[config.mk]
export PLATFORM = sky130hd
export DESIGN_NAME = positional_list_store
export DESIGN_NICKNAME = d
export VERILOG_FILES = /design/src/design/pls_pkg.sv /design/src/design/positional_list_store.sv /design/src/design/pls_ram.sv /design/src/design/pls_step_unit.sv
export SDC_FILE = /design/constraint.sdc
export NUM_CORES = 1
export LEC_CHECK = 0
export BUFFER_PORTS_ARGS = -buffer_cell sky130_fd_sc_hd__clkbuf_2
export CELL_PAD_IN_SITES_DETAIL_PLACEMENT = 1
export CELL_PAD_IN_SITES_GLOBAL_PLACEMENT = 1
export CORE_MARGIN = 4
export CORE_UTILIZATION = 50
export CTS_BUF_LIST = sky130_fd_sc_hd__clkbuf_8
export CTS_CLUSTER_DIAMETER = 80
export DETAILED_ROUTE_END_ITERATION = 8
export PLACE_DENSITY_LB_ADDON = 0.1
export SLEW_MARGIN = 10
export SYNTH_ARGS = -nofsm -noshare
export SYNTH_HDL_FRONTEND = slang
export SYNTH_HIERARCHICAL = 1
export SYNTH_SLANG_ARGS = --single-unit
export TNS_END_PERCENT = 30
[constraint.sdc]
create_clock -name clk -period 5.3 [get_ports clk]
set_input_delay 1.06 -clock clk [delete_from_list [all_inputs] [get_ports clk]]
set_output_delay 1.06 -clock clk [all_outputs]
set_load 0.1 [all_outputs]
[src/design/pls_pkg.sv]
`default_nettype none

package pls_pkg;

	// Field widths of the request and result channels
	localparam int FUNC_W = 3;
	localparam int POS_W  = 5;
	localparam int VAL_W  = 32;
	localparam int STAT_W = 2;
	localparam int CNT_W  = 5;

	// Operation codes
	localparam logic [FUNC_W-1:0] FN_APPEND    = 3'd0;
	localparam logic [FUNC_W-1:0] FN_DROP_TAIL = 3'd1;
	localparam logic [FUNC_W-1:0] FN_PREPEND   = 3'd2;
	localparam logic [FUNC_W-1:0] FN_DROP_HEAD = 3'd3;
	localparam logic [FUNC_W-1:0] FN_INSERT    = 3'd4;
	localparam logic [FUNC_W-1:0] FN_ERASE     = 3'd5;
	localparam logic [FUNC_W-1:0] FN_CLEAR     = 3'd6;

	// Result status codes
	localparam logic [STAT_W-1:0] ST_OK    = 2'd0;
	localparam logic [STAT_W-1:0] ST_RANGE = 2'd1;
	localparam logic [STAT_W-1:0] ST_FULL  = 2'd2;

endpackage

`default_nettype wire

[src/design/positional_list_store.sv]
// Bounded ordered list with positional insert and erase.
//
// Requests arrive on the in_valid/in_ready channel (func, position, value);
// a transfer takes place when both are high. Each request yields exactly one
// result on the out_valid/out_ready channel (status, removed_value, count).
// The list lives in a registered-read RAM; inserts and erases move entries
// one at a time through a shared address stepper, with a read and a write per moved entry.
//
// Clear, a failed request or an unknown code goes straight to the done state;
// push/insert steps through a read and a write per moved entry, then writes
// the new value; pop/erase reads and captures the removed entry, then steps
// through a read and a write per moved entry.
// Only one request is in flight; in_ready is high while the sequencer is idle.
//
// A finished result sits in the output register. The next request may be
// taken while it waits; if the receiver stalls, that request's result is
// held back until the previous one has been taken, and in_ready stays low.
// Reset clears the entry count and the sequencer; RAM contents are not
// cleared and are never read before being written.
`default_nettype none

module positional_list_store #(
	parameter int DEPTH      = 16,
	parameter int DATA_WIDTH = 32
) (
	input  wire logic                              clk,
	input  wire logic                              arst_n,
	input  wire logic                              in_valid,
	output logic                                   in_ready,
	input  wire logic [pls_pkg::FUNC_W-1:0]        func,
	input  wire logic [pls_pkg::POS_W-1:0]         position,
	input  wire logic signed [pls_pkg::VAL_W-1:0]  value,
	output logic                                   out_valid,
	input  wire logic                              out_ready,
	output logic [pls_pkg::STAT_W-1:0]             status,
	output logic signed [pls_pkg::VAL_W-1:0]       removed_value,
	output logic [pls_pkg::CNT_W-1:0]              count
);

	localparam int AW   = $clog2(DEPTH);
	localparam int CW   = $clog2(DEPTH + 1);
	localparam int CMPW = ((CW > pls_pkg::POS_W) ? CW : pls_pkg::POS_W) + 1;

	// Sequencer states
	localparam logic [3:0] S_IDLE     = 4'd0;
	localparam logic [3:0] S_PUT_RD   = 4'd1;
	localparam logic [3:0] S_PUT_WR   = 4'd2;
	localparam logic [3:0] S_PUT_LAST = 4'd3;
	localparam logic [3:0] S_TAKE_RD  = 4'd4;
	localparam logic [3:0] S_TAKE_CAP = 4'd5;
	localparam logic [3:0] S_SH_RD    = 4'd6;
	localparam logic [3:0] S_SH_WR    = 4'd7;
	localparam logic [3:0] S_DONE     = 4'd8;

	logic [3:0]                       state_q;
	logic [CW-1:0]                    count_q;
	logic [AW-1:0]                    ptr_q;
	logic [AW-1:0]                    stop_q;
	logic                             up_q;
	logic [pls_pkg::VAL_W-1:0]        val_q;
	logic [pls_pkg::STAT_W-1:0]       status_q;
	logic [pls_pkg::VAL_W-1:0]        removed_q;

	logic                             out_valid_q;
	logic [pls_pkg::STAT_W-1:0]       out_status_q;
	logic [pls_pkg::VAL_W-1:0]        out_removed_q;
	logic [pls_pkg::CNT_W-1:0]        out_count_q;

	logic                             accept;
	logic                             full;
	logic [pls_pkg::POS_W-1:0]        pos_eff;
	logic [CMPW-1:0]                  pos_ext;
	logic [CMPW-1:0]                  cnt_ext;
	logic [AW-1:0]                    pos_idx;
	logic [AW-1:0]                    cnt_idx;
	logic [AW-1:0]                    last_idx;

	logic [AW-1:0]                    step_nxt;
	logic                             step_at_stop;

	logic                             ram_we;
	logic [AW-1:0]                    ram_waddr;
	logic [DATA_WIDTH-1:0]            ram_wdata;
	logic [AW-1:0]                    ram_raddr;
	logic [DATA_WIDTH-1:0]            ram_rdata;

	assign in_ready      = (state_q == S_IDLE);
	assign accept        = in_valid && in_ready;
	assign out_valid     = out_valid_q;
	assign status        = out_status_q;
	assign removed_value = out_removed_q;
	assign count         = out_count_q;

	// Request decode helpers
	always_comb begin
		full     = (count_q == CW'(DEPTH));
		pos_eff  = (position == '0) ? pls_pkg::POS_W'(1) : position;
		pos_ext  = CMPW'(pos_eff);
		cnt_ext  = CMPW'(count_q);
		pos_idx  = AW'(pos_eff - pls_pkg::POS_W'(1));
		cnt_idx  = AW'(count_q);
		last_idx = AW'(count_q - CW'(1));
	end

	pls_step_unit #(
		.DEPTH(DEPTH)
	) u_step (
		.ptr     (ptr_q),
		.up      (up_q),
		.stop    (stop_q),
		.nxt     (step_nxt),
		.at_stop (step_at_stop)
	);

	// RAM port control
	always_comb begin
		ram_we    = (state_q == S_PUT_WR) || (state_q == S_PUT_LAST)
			|| (state_q == S_SH_WR);
		ram_waddr = ptr_q;
		ram_wdata = (state_q == S_PUT_LAST) ? DATA_WIDTH'(val_q) : ram_rdata;
		ram_raddr = (state_q == S_TAKE_RD) ? ptr_q : step_nxt;
	end

	pls_ram #(
		.DEPTH(DEPTH),
		.WIDTH(DATA_WIDTH)
	) u_ram (
		.clk   (clk),
		.we    (ram_we),
		.waddr (ram_waddr),
		.wdata (ram_wdata),
		.raddr (ram_raddr),
		.rdata (ram_rdata)
	);

	// Sequencer
	always_ff @(posedge clk or negedge arst_n) begin
		if (!arst_n) begin
			state_q <= S_IDLE;
			count_q <= '0;
		end else begin
			case (state_q)
				S_IDLE: begin
					if (accept) begin
						state_q <= S_DONE;
						case (func)
							pls_pkg::FN_APPEND, pls_pkg::FN_PREPEND: begin
								if (!full) begin
									state_q <= (func == pls_pkg::FN_APPEND ||
										count_q == '0) ? S_PUT_LAST : S_PUT_RD;
								end
							end
							pls_pkg::FN_INSERT: begin
								if (!full && !(pos_ext > cnt_ext + CMPW'(1))) begin
									state_q <= (pos_idx == cnt_idx) ? S_PUT_LAST : S_PUT_RD;
								end
							end
							pls_pkg::FN_DROP_TAIL, pls_pkg::FN_DROP_HEAD: begin
								if (count_q != '0) begin
									state_q <= S_TAKE_RD;
								end
							end
							pls_pkg::FN_ERASE: begin
								if (!(pos_ext > cnt_ext)) begin
									state_q <= S_TAKE_RD;
								end
							end
							pls_pkg::FN_CLEAR: begin
								count_q <= '0;
							end
							default: begin
							end
						endcase
					end
				end
				S_PUT_RD: begin
					state_q <= S_PUT_WR;
				end
				S_PUT_WR: begin
					state_q <= step_at_stop ? S_PUT_LAST : S_PUT_RD;
				end
				S_PUT_LAST: begin
					count_q <= count_q + CW'(1);
					state_q <= S_DONE;
				end
				S_TAKE_RD: begin
					state_q <= S_TAKE_CAP;
				end
				S_TAKE_CAP: begin
					if (ptr_q == stop_q) begin
						count_q <= count_q - CW'(1);
						state_q <= S_DONE;
					end else begin
						state_q <= S_SH_RD;
					end
				end
				S_SH_RD: begin
					state_q <= S_SH_WR;
				end
				S_SH_WR: begin
					if (step_at_stop) begin
						count_q <= count_q - CW'(1);
						state_q <= S_DONE;
					end else begin
						state_q <= S_SH_RD;
					end
				end
				S_DONE: begin
					if (!out_valid_q || out_ready) begin
						state_q <= S_IDLE;
					end
				end
				default: begin
					state_q <= S_IDLE;
				end
			endcase
		end
	end

	// Per-request working registers
	always_ff @(posedge clk) begin
		if (accept) begin
			val_q     <= $unsigned(value);
			removed_q <= '0;
			status_q  <= pls_pkg::ST_OK;
			ptr_q     <= cnt_idx;
			up_q      <= 1'b0;
			stop_q    <= '0;
			case (func)
				pls_pkg::FN_APPEND: begin
					if (full) status_q <= pls_pkg::ST_FULL;
					stop_q <= cnt_idx;
				end
				pls_pkg::FN_PREPEND: begin
					if (full) status_q <= pls_pkg::ST_FULL;
					stop_q <= '0;
				end
				pls_pkg::FN_INSERT: begin
					if (full) begin
						status_q <= pls_pkg::ST_FULL;
					end else if (pos_ext > cnt_ext + CMPW'(1)) begin
						status_q <= pls_pkg::ST_RANGE;
					end
					stop_q <= pos_idx;
				end
				pls_pkg::FN_DROP_TAIL: begin
					if (count_q == '0) status_q <= pls_pkg::ST_RANGE;
					ptr_q  <= last_idx;
					up_q   <= 1'b1;
					stop_q <= last_idx;
				end
				pls_pkg::FN_DROP_HEAD: begin
					if (count_q == '0) status_q <= pls_pkg::ST_RANGE;
					ptr_q  <= '0;
					up_q   <= 1'b1;
					stop_q <= last_idx;
				end
				pls_pkg::FN_ERASE: begin
					if (pos_ext > cnt_ext) status_q <= pls_pkg::ST_RANGE;
					ptr_q  <= pos_idx;
					up_q   <= 1'b1;
					stop_q <= last_idx;
				end
				default: begin
				end
			endcase
		end else begin
			if (state_q == S_PUT_WR || state_q == S_SH_WR) begin
				ptr_q <= step_nxt;
			end
			if (state_q == S_TAKE_CAP) begin
				removed_q <= pls_pkg::VAL_W'(ram_rdata);
			end
		end
	end

	// Output register
	always_ff @(posedge clk or negedge arst_n) begin
		if (!arst_n) begin
			out_valid_q <= 1'b0;
		end else begin
			if (state_q == S_DONE && (!out_valid_q || out_ready)) begin
				out_valid_q <= 1'b1;
			end else if (out_ready) begin
				out_valid_q <= 1'b0;
			end
		end
	end

	always_ff @(posedge clk) begin
		if (state_q == S_DONE && (!out_valid_q || out_ready)) begin
			out_status_q  <= status_q;
			out_removed_q <= removed_q;
			out_count_q   <= pls_pkg::CNT_W'(count_q);
		end
	end

	// Checks
	a_count_bound: assert property (@(posedge clk) disable iff (!arst_n)
		count_q <= CW'(DEPTH))
		else $error("entry count above depth");

	a_count_grows_by_one: assert property (@(posedge clk) disable iff (!arst_n)
		(count_q > $past(count_q)) |-> (count_q == $past(count_q) + CW'(1)))
		else $error("entry count grew by more than one");

	a_accept_leaves_idle: assert property (@(posedge clk) disable iff (!arst_n)
		accept |=> (state_q != S_IDLE))
		else $error("request transfer did not start the sequencer");

	a_no_write_when_idle: assert property (@(posedge clk) disable iff (!arst_n)
		(state_q == S_IDLE || state_q == S_DONE) |-> !ram_we)
		else $error("RAM written outside an operation");

	a_result_after_done: assert property (@(posedge clk) disable iff (!arst_n)
		(state_q == S_DONE && (!out_valid_q || out_ready)) |=> out_valid_q)
		else $error("finished request produced no result");

endmodule

`default_nettype wire

[src/design/pls_ram.sv]
`default_nettype none

// Simple dual-port RAM: one write port, one registered read port
module pls_ram #(
	parameter int DEPTH = 16,
	parameter int WIDTH = 32,
	localparam int AW = $clog2(DEPTH)
) (
	input  wire logic             clk,
	input  wire logic             we,
	input  wire logic [AW-1:0]    waddr,
	input  wire logic [WIDTH-1:0] wdata,
	input  wire logic [AW-1:0]    raddr,
	output logic      [WIDTH-1:0] rdata
);

	logic [WIDTH-1:0] mem [DEPTH];

	always_ff @(posedge clk) begin
		if (we) begin
			mem[waddr] <= wdata;
		end
		rdata <= mem[raddr];
	end

endmodule

`default_nettype wire

[src/design/pls_step_unit.sv]
`default_nettype none

// Shared address stepper: next slot in the shift direction and end-of-run detect
module pls_step_unit #(
	parameter int DEPTH = 16,
	localparam int AW = $clog2(DEPTH)
) (
	input  wire logic [AW-1:0] ptr,
	input  wire logic          up,
	input  wire logic [AW-1:0] stop,
	output logic      [AW-1:0] nxt,
	output logic               at_stop
);

	always_comb begin
		nxt     = up ? ptr + AW'(1) : ptr - AW'(1);
		at_stop = (nxt == stop);
	end

endmodule

`default_nettype wire

## Yosys cells after proc, flatten, opt, wreduce, memory -nomap -nowiden

Memory sizes are Yosys's and may differ from the RTL's. A register that Yosys moved wholly into a read port is not among the register bits.
Cells that the tools add are included.

- Memories: 1
- Bits in registers: 124
- Logic and storage cells: 105
- Bits of input ports: 44
- RAM bits: 512

Memory list:

| name | depth | width | read ports | clocked after Yosys merged registers in | write ports | RTL line | RTL |
|---|---|---|---|---|---|---|---|
| u_ram.mem | 16 | 32 | 1 | 1 | 1 | pls_ram.sv:17 | `logic [WIDTH-1:0] mem [DEPTH];` |

- Add/sub/neg operators: 6
- Multiplexer cells: 37
- $lt $le $gt $ge: 2
- Equality and inequality tests: 23
- Reduce and logical (&&, ||, !) cells: 24

Operators with widths:

| cell | number |
|---|---|
| two-way mux 4 bit | 12 |
| one-hot mux 4 bit (9 select lines) | 1 |
| two-way mux 32 bit | 1 |
| two-way mux 5 bit | 5 |
| one-hot mux 4 bit (3 select lines) | 2 |
| one-hot mux 5 bit (4 select lines) | 1 |
| equality test 4 x 3 -> 1 bit (second input constant) | 4 |
| one-hot mux 4 bit (4 select lines) | 1 |
| equality test 4 bit | 3 |
| logical NOT 5 bit | 2 |
| two-way mux 2 bit | 5 |
| equality test 3 bit (second input constant) | 3 |
| equality test 4 x 2 -> 1 bit (second input constant) | 2 |
| two-way mux 1 bit | 8 |
| one-hot mux 2 bit (4 select lines) | 1 |
| subtractor 4 x 1 -> 4 bit (second input constant) | 2 |
| adder 5 x 1 -> 6 bit (second input constant) | 1 |
| equality test 3 x 2 -> 1 bit (second input constant) | 2 |
| greater-than comparator 5 x 6 -> 1 bit | 1 |
| inequality test 2 bit (second input constant) | 3 |
| adder 5 x 1 -> 5 bit (second input constant) | 1 |
| equality test 5 bit (second input constant) | 1 |
| greater-than comparator 5 bit | 1 |
| logical OR 1 bit | 5 |
| other kinds (17) | 24 |

## Longest topological paths before layout

Gate-level depths: netlist of the first run.

- Depth in word-level cells: 9
- Mapped depth: 11
- Gate-level depth less buffers: 11

## Hierarchy

Netlist of the first run, hierarchy kept.

By module, submodules not included:

| module | sequential area each (µm²) | cells an instance | times used | area each (µm²) |
|---|---|---|---|---|
| pls_ram | 16,015.4 | 838 | 1 | 19,835.3 |
| positional_list_store | 3,353.2 | 562 | 1 | 5,604.1 |
| pls_step_unit | 0.0 | 21 | 1 | 183.9 |

## Worst setup path before layout of the first run

No wires, ideal clock.

- Kind: register to register
- Start point: register state_q[1]
- End point: memory u_ram.mem[0][0], enable pin
- Buffers on the path: 1
- Library setup time: 0.461 ns
- Data arrival time: 3.747 ns
- Data required time: 4.839 ns
- Path slack: 1.092 ns
- Period minus slack after synthesis: 4.208 ns
- Stages on the path, launching flop included: 5
- Cell sequence: dfrtp_1 > clkbuf_1 > nor3b_1 > or3b_2 > nor3_1

- Cells in the longest elaborated chain, start to end: 5

RTL lines:

| what | RTL line | RTL |
|---|---|---|
| start: declaration | positional_list_store.sv:55 | `logic [3:0] state_q;` |
| start signal: assignment | positional_list_store.sv:149 | `state_q <= (func == pls_pkg::FN_APPEND \|\|` |
| start signal: assignment | positional_list_store.sv:155 | `state_q <= (pos_idx == cnt_idx) ? S_PUT_LAST : S_PUT_RD;` |
| start signal: assignment | positional_list_store.sv:180 | `state_q <= step_at_stop ? S_PUT_LAST : S_PUT_RD;` |
| equality test 4 x 2 -> 1 bit | positional_list_store.sv:117 | `ram_we = (state_q == S_PUT_WR) \|\| (state_q == S_PUT_LAST)` |
| logical OR 1 bit | positional_list_store.sv:117 |  |
| logical OR 1 bit (*) | positional_list_store.sv:118 | `\|\| (state_q == S_SH_WR);` |
| via ram_we | positional_list_store.sv:81 | `logic ram_we;` |
| two-way mux 1 bit (*) | pls_ram.sv:20 | `if (we) begin` |
| two-way mux 1 bit (implied by the code) (*) | pls_ram.sv:21 | `mem[waddr] <= wdata;` |
| end: declaration | pls_ram.sv:17 |  |

The timed path passes the listed nets; every way through them passes the cells marked *.

## Final worst setup path of the first run

- Start point: register state_q[3]
- End point: register u_ram.rdata[1] (read register of u_ram.mem)

- Cells in the longest elaborated chain, start to end: 2

RTL lines:

| what | RTL line | RTL |
|---|---|---|
| equality test 4 x 3 -> 1 bit | positional_list_store.sv:121 | `ram_raddr = (state_q == S_TAKE_RD) ? ptr_q : step_nxt;` |
| two-way mux 4 bit | positional_list_store.sv:121 |  |
| via ram_raddr[0] | positional_list_store.sv:84 | `logic [AW-1:0] ram_raddr;` |
| end: declaration | pls_ram.sv:14 | `output logic [WIDTH-1:0] rdata` |

The timed path passes the listed nets, and every way through them passes these cells.
A chain may end at the register's enable or synchronous reset.

==> flow_metrics.env, run 1 <==
export IMPL_synth_net_count=1480
export IMPL_synth_cells=1421
export IMPL_portBuffers=84
export IMPL_diodes=0
export IMPL_start_kind="flop"
export IMPL_finalNetCount=1628
export IMPL_yosys_area_top_type="edfxtp_1"
export IMPL_combPwrFrac_pct=38.2
export IMPL_cts_buffer_depth=3
export IMPL_via_per_inst=5.87
export IMPL_wirelength_um=62600
export IMPL_ir_drop_uv=424
export IMPL_p_seq_share_pct=39.3
export IMPL_power_internal_mw=11.8
export IMPL_setup_viol=0
export IMPL_hold_viol_final=0
export IMPL_power_density_mw_per_mm2=643
export IMPL_synth_area_mm2=0.0256
export IMPL_dpl_cell_area_mm2=0.0270
export IMPL_pin_count=85
export IMPL_ys_ff_latch=668
export IMPL_critPathMaxStageDelay_ns=0.76
export IMPL_coreArea_mm2=0.0504
export IMPL_crit_buf_inv=1
export IMPL_place_hpwl_um=35300
export IMPL_ys_top_cells_by_area="edfxtp_1 (70%), mux4_2 (11%), dfxtp_1 (5.0%)"
export IMPL_critical_path_max_fanout=55
export IMPL_synth_async_reset_ratio_pct=1.50
export IMPL_crit_type="reg -> reg"
export IMPL_antenna_left=0
export IMPL_synth_seq_area_share_pct=75.6
export IMPL_die_area_mm2=0.0549
export IMPL_switching_share_pct=37.0
export IMPL_clock_sinks=668
export IMPL_setup_tns_ns=0
export IMPL_vias=13700
export IMPL_first_iter_violations=1111
export IMPL_syn2layout_area_growth_pct=13.5
export IMPL_min_path_type="in -> async"
export IMPL_ys_warn_count=6
export IMPL_arrival_ns=4.29
export IMPL_drv_slew=0
export IMPL_synth_edf_count=594
export IMPL_grt_usage_pct=23.2
export IMPL_status="complete, no violations"
export IMPL_wl_per_cell_um=26.8
export IMPL_htree_levels=3
export IMPL_numCtsBuffers=107
export IMPL_cpLargestDelayFamily="multiplexers"
export IMPL_drv_cap=0
export IMPL_critPathSlowestCell="mux2_8"
export IMPL_first_pass_iters=5
export IMPL_cts_reportedPaths_clkPinSlew_ns=0.06
export IMPL_yosysMostFrequentCell="edfxtp_1"
export IMPL_worstMarginPinSlew_ns=1.11
export IMPL_grt_pass1_wl_um=92600
export IMPL_period_minus_slack_ns=3.71
export IMPL_p_total_mw=18.7
export IMPL_route_detailed_drc=0
export IMPL_cts_hold_buf=0
export IMPL_cts_tree="done"
export IMPL_clock_skew_ns=0.0295
export IMPL_p_leak_nw=9.91
export IMPL_p_sw_mw=6.91
export IMPL_grt_max_degree=56
export IMPL_netlist_top_cells_count="edfxtp_1 (594), nand2_1 (214), mux4_2 (128)"
export IMPL_hold_ws_ns=0.239
export IMPL_postLayoutCellArea_mm2=0.0291
export IMPL_die_x_um=234
export IMPL_die_h_um=234
export IMPL_fp_row_count=82
export IMPL_start_util_pct=50.9
export IMPL_rsz0062_at_grt="false"
export IMPL_gr_total_overflow=0
export IMPL_antenna_found_initial=0
export IMPL_clockRootBuffer="clkbuf_8"
export IMPL_avgSynthCellArea_um2=18.0
export IMPL_grt_pass1_vias=14300
export IMPL_clk_latency_ns=0.71
export IMPL_p_clk_share_pct=22.5
export IMPL_cts_repair_resized=0
export IMPL_period_share_pct=69.9
export IMPL_synth_ff_type="edfxtp_1"
export IMPL_max_freq_ghz=0.270
export IMPL_relSlewSlack_pct=25.5
export IMPL_synthDistinctLibCells=65
export IMPL_synth_top_cell_area_share_pct=69.6
export IMPL_post_cts_buffers=0
export IMPL_drive_gt1_share_pct=26.0
export IMPL_path_cells="nand2b_1 > nor3_1 > mux2_8 > buf_4 > mux4_2 > a22oi_1 > nand2_1"
export IMPL_worstPathRequired_ns=5.88
export IMPL_place_gp_congestion=0.774
export IMPL_cp_end_kind="flop"
[layout make-up]
class | instances | area, um^2
well taps | 672 | 841
inverters | 16 | 60.1
clock buffers | 125 | 1720
clock inverters | 78 | 358
multi-input cells | 656 | 6010
repair buffers | 120 | 728
fillers | 4531 | 21300
flip-flops and latches | 668 | 19400
[flip-flops by register name, summed over array words and instances (netlist names)]
| register | flops |
|---|---|
| u_ram/rdata | 32 |
| status | 2 |
| count | 5 |
| status_q | 2 |
| state_q | 4 |
| val_q | 32 |
| removed_q | 32 |
| stop_q | 4 |
| count_q | 5 |
| removed_value | 32 |
| u_ram/mem | 512 |
| ptr_q | 4 |
| up_q | 1 |
| out_valid | 1 |
[placed cells by master (no fill, tap or decap), types with 13 or more instances in the layout]
cell      netlist  final
o21ai_0        15     15
clkbuf_8        0    125
a21oi_1        60     60
nand2_1       214    214
clkbuf_2        0     84
xnor2_1        13     13
edfxtp_1      594    594
clkinv_2        0     14
buf_4          10     33
mux4_2        128    128
ha_1           14     14
a22oi_1        66     66
nor2_4          0     14
clkinv_1        0     23
nor2_1         43     29
dfxtp_1        64     64
inv_1          15     52
[kinds of logic after synthesis]
logic type | count (synthesis) | synth area share (%)
buffers and inverters | 97 | 1.67
XOR/XNOR | 18 | 0.679
AND/OR/NAND/NOR | 312 | 5.22
adder cells (fa/ha/maj) | 16 | 0.801
AO/OA/AOI/OAI | 176 | 4.55
flip-flops | 668 | 75.6
multiplexers | 134 | 11.5
[worst paths after layout]
path,from,slack (ns),depth (start not counted),to
max,state_q[3]$_DFFE_PN0P_,1.59,7,u_ram/rdata[1]$_DFF_P_
min,arst_n,0.24,1,state_q[0]$_DFFE_PN0P_
max reg2reg,state_q[3]$_DFFE_PN0P_,1.59,7,u_ram/rdata[1]$_DFF_P_
min reg2reg,removed_q[3]$_SDFFE_PP0P_,0.41,0,removed_value[3]$_DFFE_PP_
max in group asynchronous,arst_n,4.83,1,out_valid$_DFFE_PN0P_
min in group clk,removed_q[3]$_SDFFE_PP0P_,0.41,0,removed_value[3]$_DFFE_PP_
[per-layer routing]
metal	share of wire [%]	track usage, %
met1	44	33.1
met2	48	37.0
met3	6.3	5.16
met4	1.9	5.91
met5	0	0
[stage by stage]
stage          setup slack (ns)  instances  utilization (%)
2_1_floorplan              1.09       1421                -
3_3_place_gp               1.66       2132             53.6
3_5_place_dp               1.50       2132             53.6
4_1_cts                    1.51       2335             57.7
5_1_grt                    1.24       2335             57.7
6_report                   1.59       2335             57.7
[power groups by stage]
| stage | clock (mW) | combinational (mW) | sequential (mW) |
|---|---|---|---|
| 2_1_floorplan | 0 | 4.74 | 7.65 |
| 3_3_place_gp | 0 | 6.94 | 7.43 |
| 3_5_place_dp | 0 | 7.18 | 7.44 |
| 4_1_cts | 4.32 | 7.19 | 7.34 |
| 5_1_grt | 4.57 | 7.72 | 7.39 |
| 6_report | 4.20 | 7.15 | 7.34 |
(Power assumes the default switching activity.)
==> run 2, diff against run 1 <==
==> constraint.sdc (replaced) <==
create_clock -name clk -period 3 [get_ports clk]
set_input_delay 0.6 -clock clk [delete_from_list [all_inputs] [get_ports clk]]
set_output_delay 0.6 -clock clk [all_outputs]
set_load 0.1 [all_outputs]
==> flow_metrics.env, run 2 (synthesis gave the netlist of run 1 again) <==
export IMPL_final_common_cell="edfxtp_1"
export IMPL_pin_count=85
export IMPL_first_iter_violations=1089
export IMPL_fp_row_count=82
export IMPL_syn2layout_area_growth_pct=15.6
export IMPL_grt_usage_pct=23.2
export IMPL_clockRootBuffer="clkbuf_8"
export IMPL_cts_repair_resized=0
export IMPL_clock_skew_ns=0.0248
export IMPL_via_per_inst=5.88
export IMPL_crit_type="reg -> out"
export IMPL_drive_gt1_share_pct=27.3
export IMPL_cts_tree="done"
export IMPL_largest_reg_flops=512
export IMPL_layout_common_cells="edfxtp_1 (594), nand2_1 (214), mux4_2 (128), clkbuf_8 (120), clkbuf_2 (84)"
export IMPL_arrival_ns=2.14
export IMPL_coreArea_mm2=0.0504
export IMPL_worstMarginPinSlew_ns=0.712
export IMPL_p_leak_nw=10.2
export IMPL_place_gp_congestion=0.796
export IMPL_critical_path_max_fanout=13
export IMPL_top_register="u_ram/mem"
export IMPL_layout_cells_non_filler=2369
export IMPL_max_freq_ghz=0.365
export IMPL_die_area_mm2=0.0549
export IMPL_wl_per_cell_um=26.2
export IMPL_place_hpwl_um=35600
export IMPL_die_x_um=234
export IMPL_route_detailed_drc=0
export IMPL_grt_pass1_wl_um=93500
export IMPL_antenna_left=0
export IMPL_period_share_pct=91.4
export IMPL_status="complete, no violations"
export IMPL_htree_levels=3
export IMPL_ir_drop_uv=965
export IMPL_rsz0062_at_grt="false"
export IMPL_die_h_um=234
export IMPL_gr_total_overflow=0
export IMPL_setup_ws_ns=0.257
export IMPL_postLayoutCellArea_mm2=0.0296
export IMPL_start_kind="flop"
export IMPL_min_path_type="in -> reg"
export IMPL_grt_max_degree=80
export IMPL_dp_cells=2172
export IMPL_numCtsBuffers=106
export IMPL_setup_viol=0
export IMPL_grt_pass1_vias=14700
export IMPL_cts_reportedPaths_clkPinSlew_ns=0.07
export IMPL_dpl_cell_area_mm2=0.0276
export IMPL_power_density_mw_per_mm2=1130
export IMPL_period_minus_slack_ns=2.74
export IMPL_cts_buffer_depth=3
export IMPL_drv_slew=0
export IMPL_finalNetCount=1668
export IMPL_diodes=0
export IMPL_wirelength_um=62100
export IMPL_hold_viol_final=0
export IMPL_antenna_found_initial=0
export IMPL_first_pass_iters=5
export IMPL_cp_end_kind="output pin"
export IMPL_clk_latency_ns=0.68
export IMPL_pre_cts_ws_ns=0.198
export IMPL_clock_sinks=668
export IMPL_vias=13900
export IMPL_drv_cap=0
export IMPL_worstPathRequired_ns=2.40
export IMPL_portBuffers=84
export IMPL_start_util_pct=50.9
export IMPL_relSlewSlack_pct=52.6
[run 2: cell count changes in the layout (fill, tap and decap cells not counted), sizes merged]
cell         before  now
buf              36   76
clkbuf          209  204
clkinv           38   25
dlygate4sd3       0    1
inv              54   65
[run 2: layout make-up]
| type | instances | area [um^2] |
|---|---|---|
| clock buffers | 120 | 1650 |
| clock inverters | 76 | 335 |
| fillers | 4485 | 20800 |
| inverters | 16 | 60.1 |
| multi-input cells | 656 | 6040 |
| flip-flops and latches | 668 | 19400 |
| well taps | 672 | 841 |
| repair buffers | 161 | 1330 |
[run 2: worst max-delay path: stages, from the launching register on]
cell      delay (ns)
dfrtp_1         0.39
buf_4           0.19
nor3_4          0.21
nand2b_2        0.12
inv_2           0.09
clkbuf_2        0.46
[run 2: worst paths after layout]
| kind | startpoint | to | slack (ns) | depth (start not counted) |
|---|---|---|---|---|
| worst max-delay path | state_q[1]$_DFFE_PN0P_ | in_ready | 0.26 | 5 |
| worst min-delay path | value[16] | val_q[16]$_DFFE_PP_ | 0.09 | 1 |
| worst max register to register | state_q[3]$_DFFE_PN0P_ | u_ram/rdata[17]$_DFF_P_ | 0.33 | 8 |
| worst min register to register | status_q[1]$_DFFE_PP_ | status[1]$_DFFE_PP_ | 0.43 | 0 |
| max in group asynchronous | arst_n | out_valid$_DFFE_PN0P_ | 2.45 | 2 |
| min in group asynchronous | arst_n | state_q[0]$_DFFE_PN0P_ | 0.33 | 2 |
[run 2: power by group]
part	switching (mW)	leakage [nW]	internal [mW]
sequential	0.419	6.06	12.4
combinational	8.31	2.93	5.20
clock	3.48	1.20	3.73
total	12.2	10.2	21.3
[run 2: routing by layer]
layer | GRT usage (%) | vias up | part of all wire, % | wire length (um)
met1 | 33.2 | 7367 | 43 | 26700
li1 | - | 5995 | - | -
met2 | 37.3 | 455 | 48 | 30100
met5 | 0 | - | 0 | 0
met3 | 4.35 | 101 | 6.5 | 4050
met4 | 6.55 | 0 | 2.1 | 1290
[run 2: what timing repair did]
item | 4_1_cts | 5_1_grt
endpoints found under the hold margin | 10 | 0
hold buffers | 1 | 0
setup buffers | 0 | 0
setup endpoints to repair | 0 | 0
[run 2: metrics by stage]
step,utilization [%],total power [mW],hold WS [ns],setup TNS [ns]
after global routing,58.8,35.4,0.0359,0
after global placement,54.8,26.2,0.411,0
after CTS,58.8,33.9,0.0130,0
after detailed placement,54.8,26.6,0.409,0
final,58.8,33.5,0.0885,0
after floorplan,-,21.9,0.304,-47.25
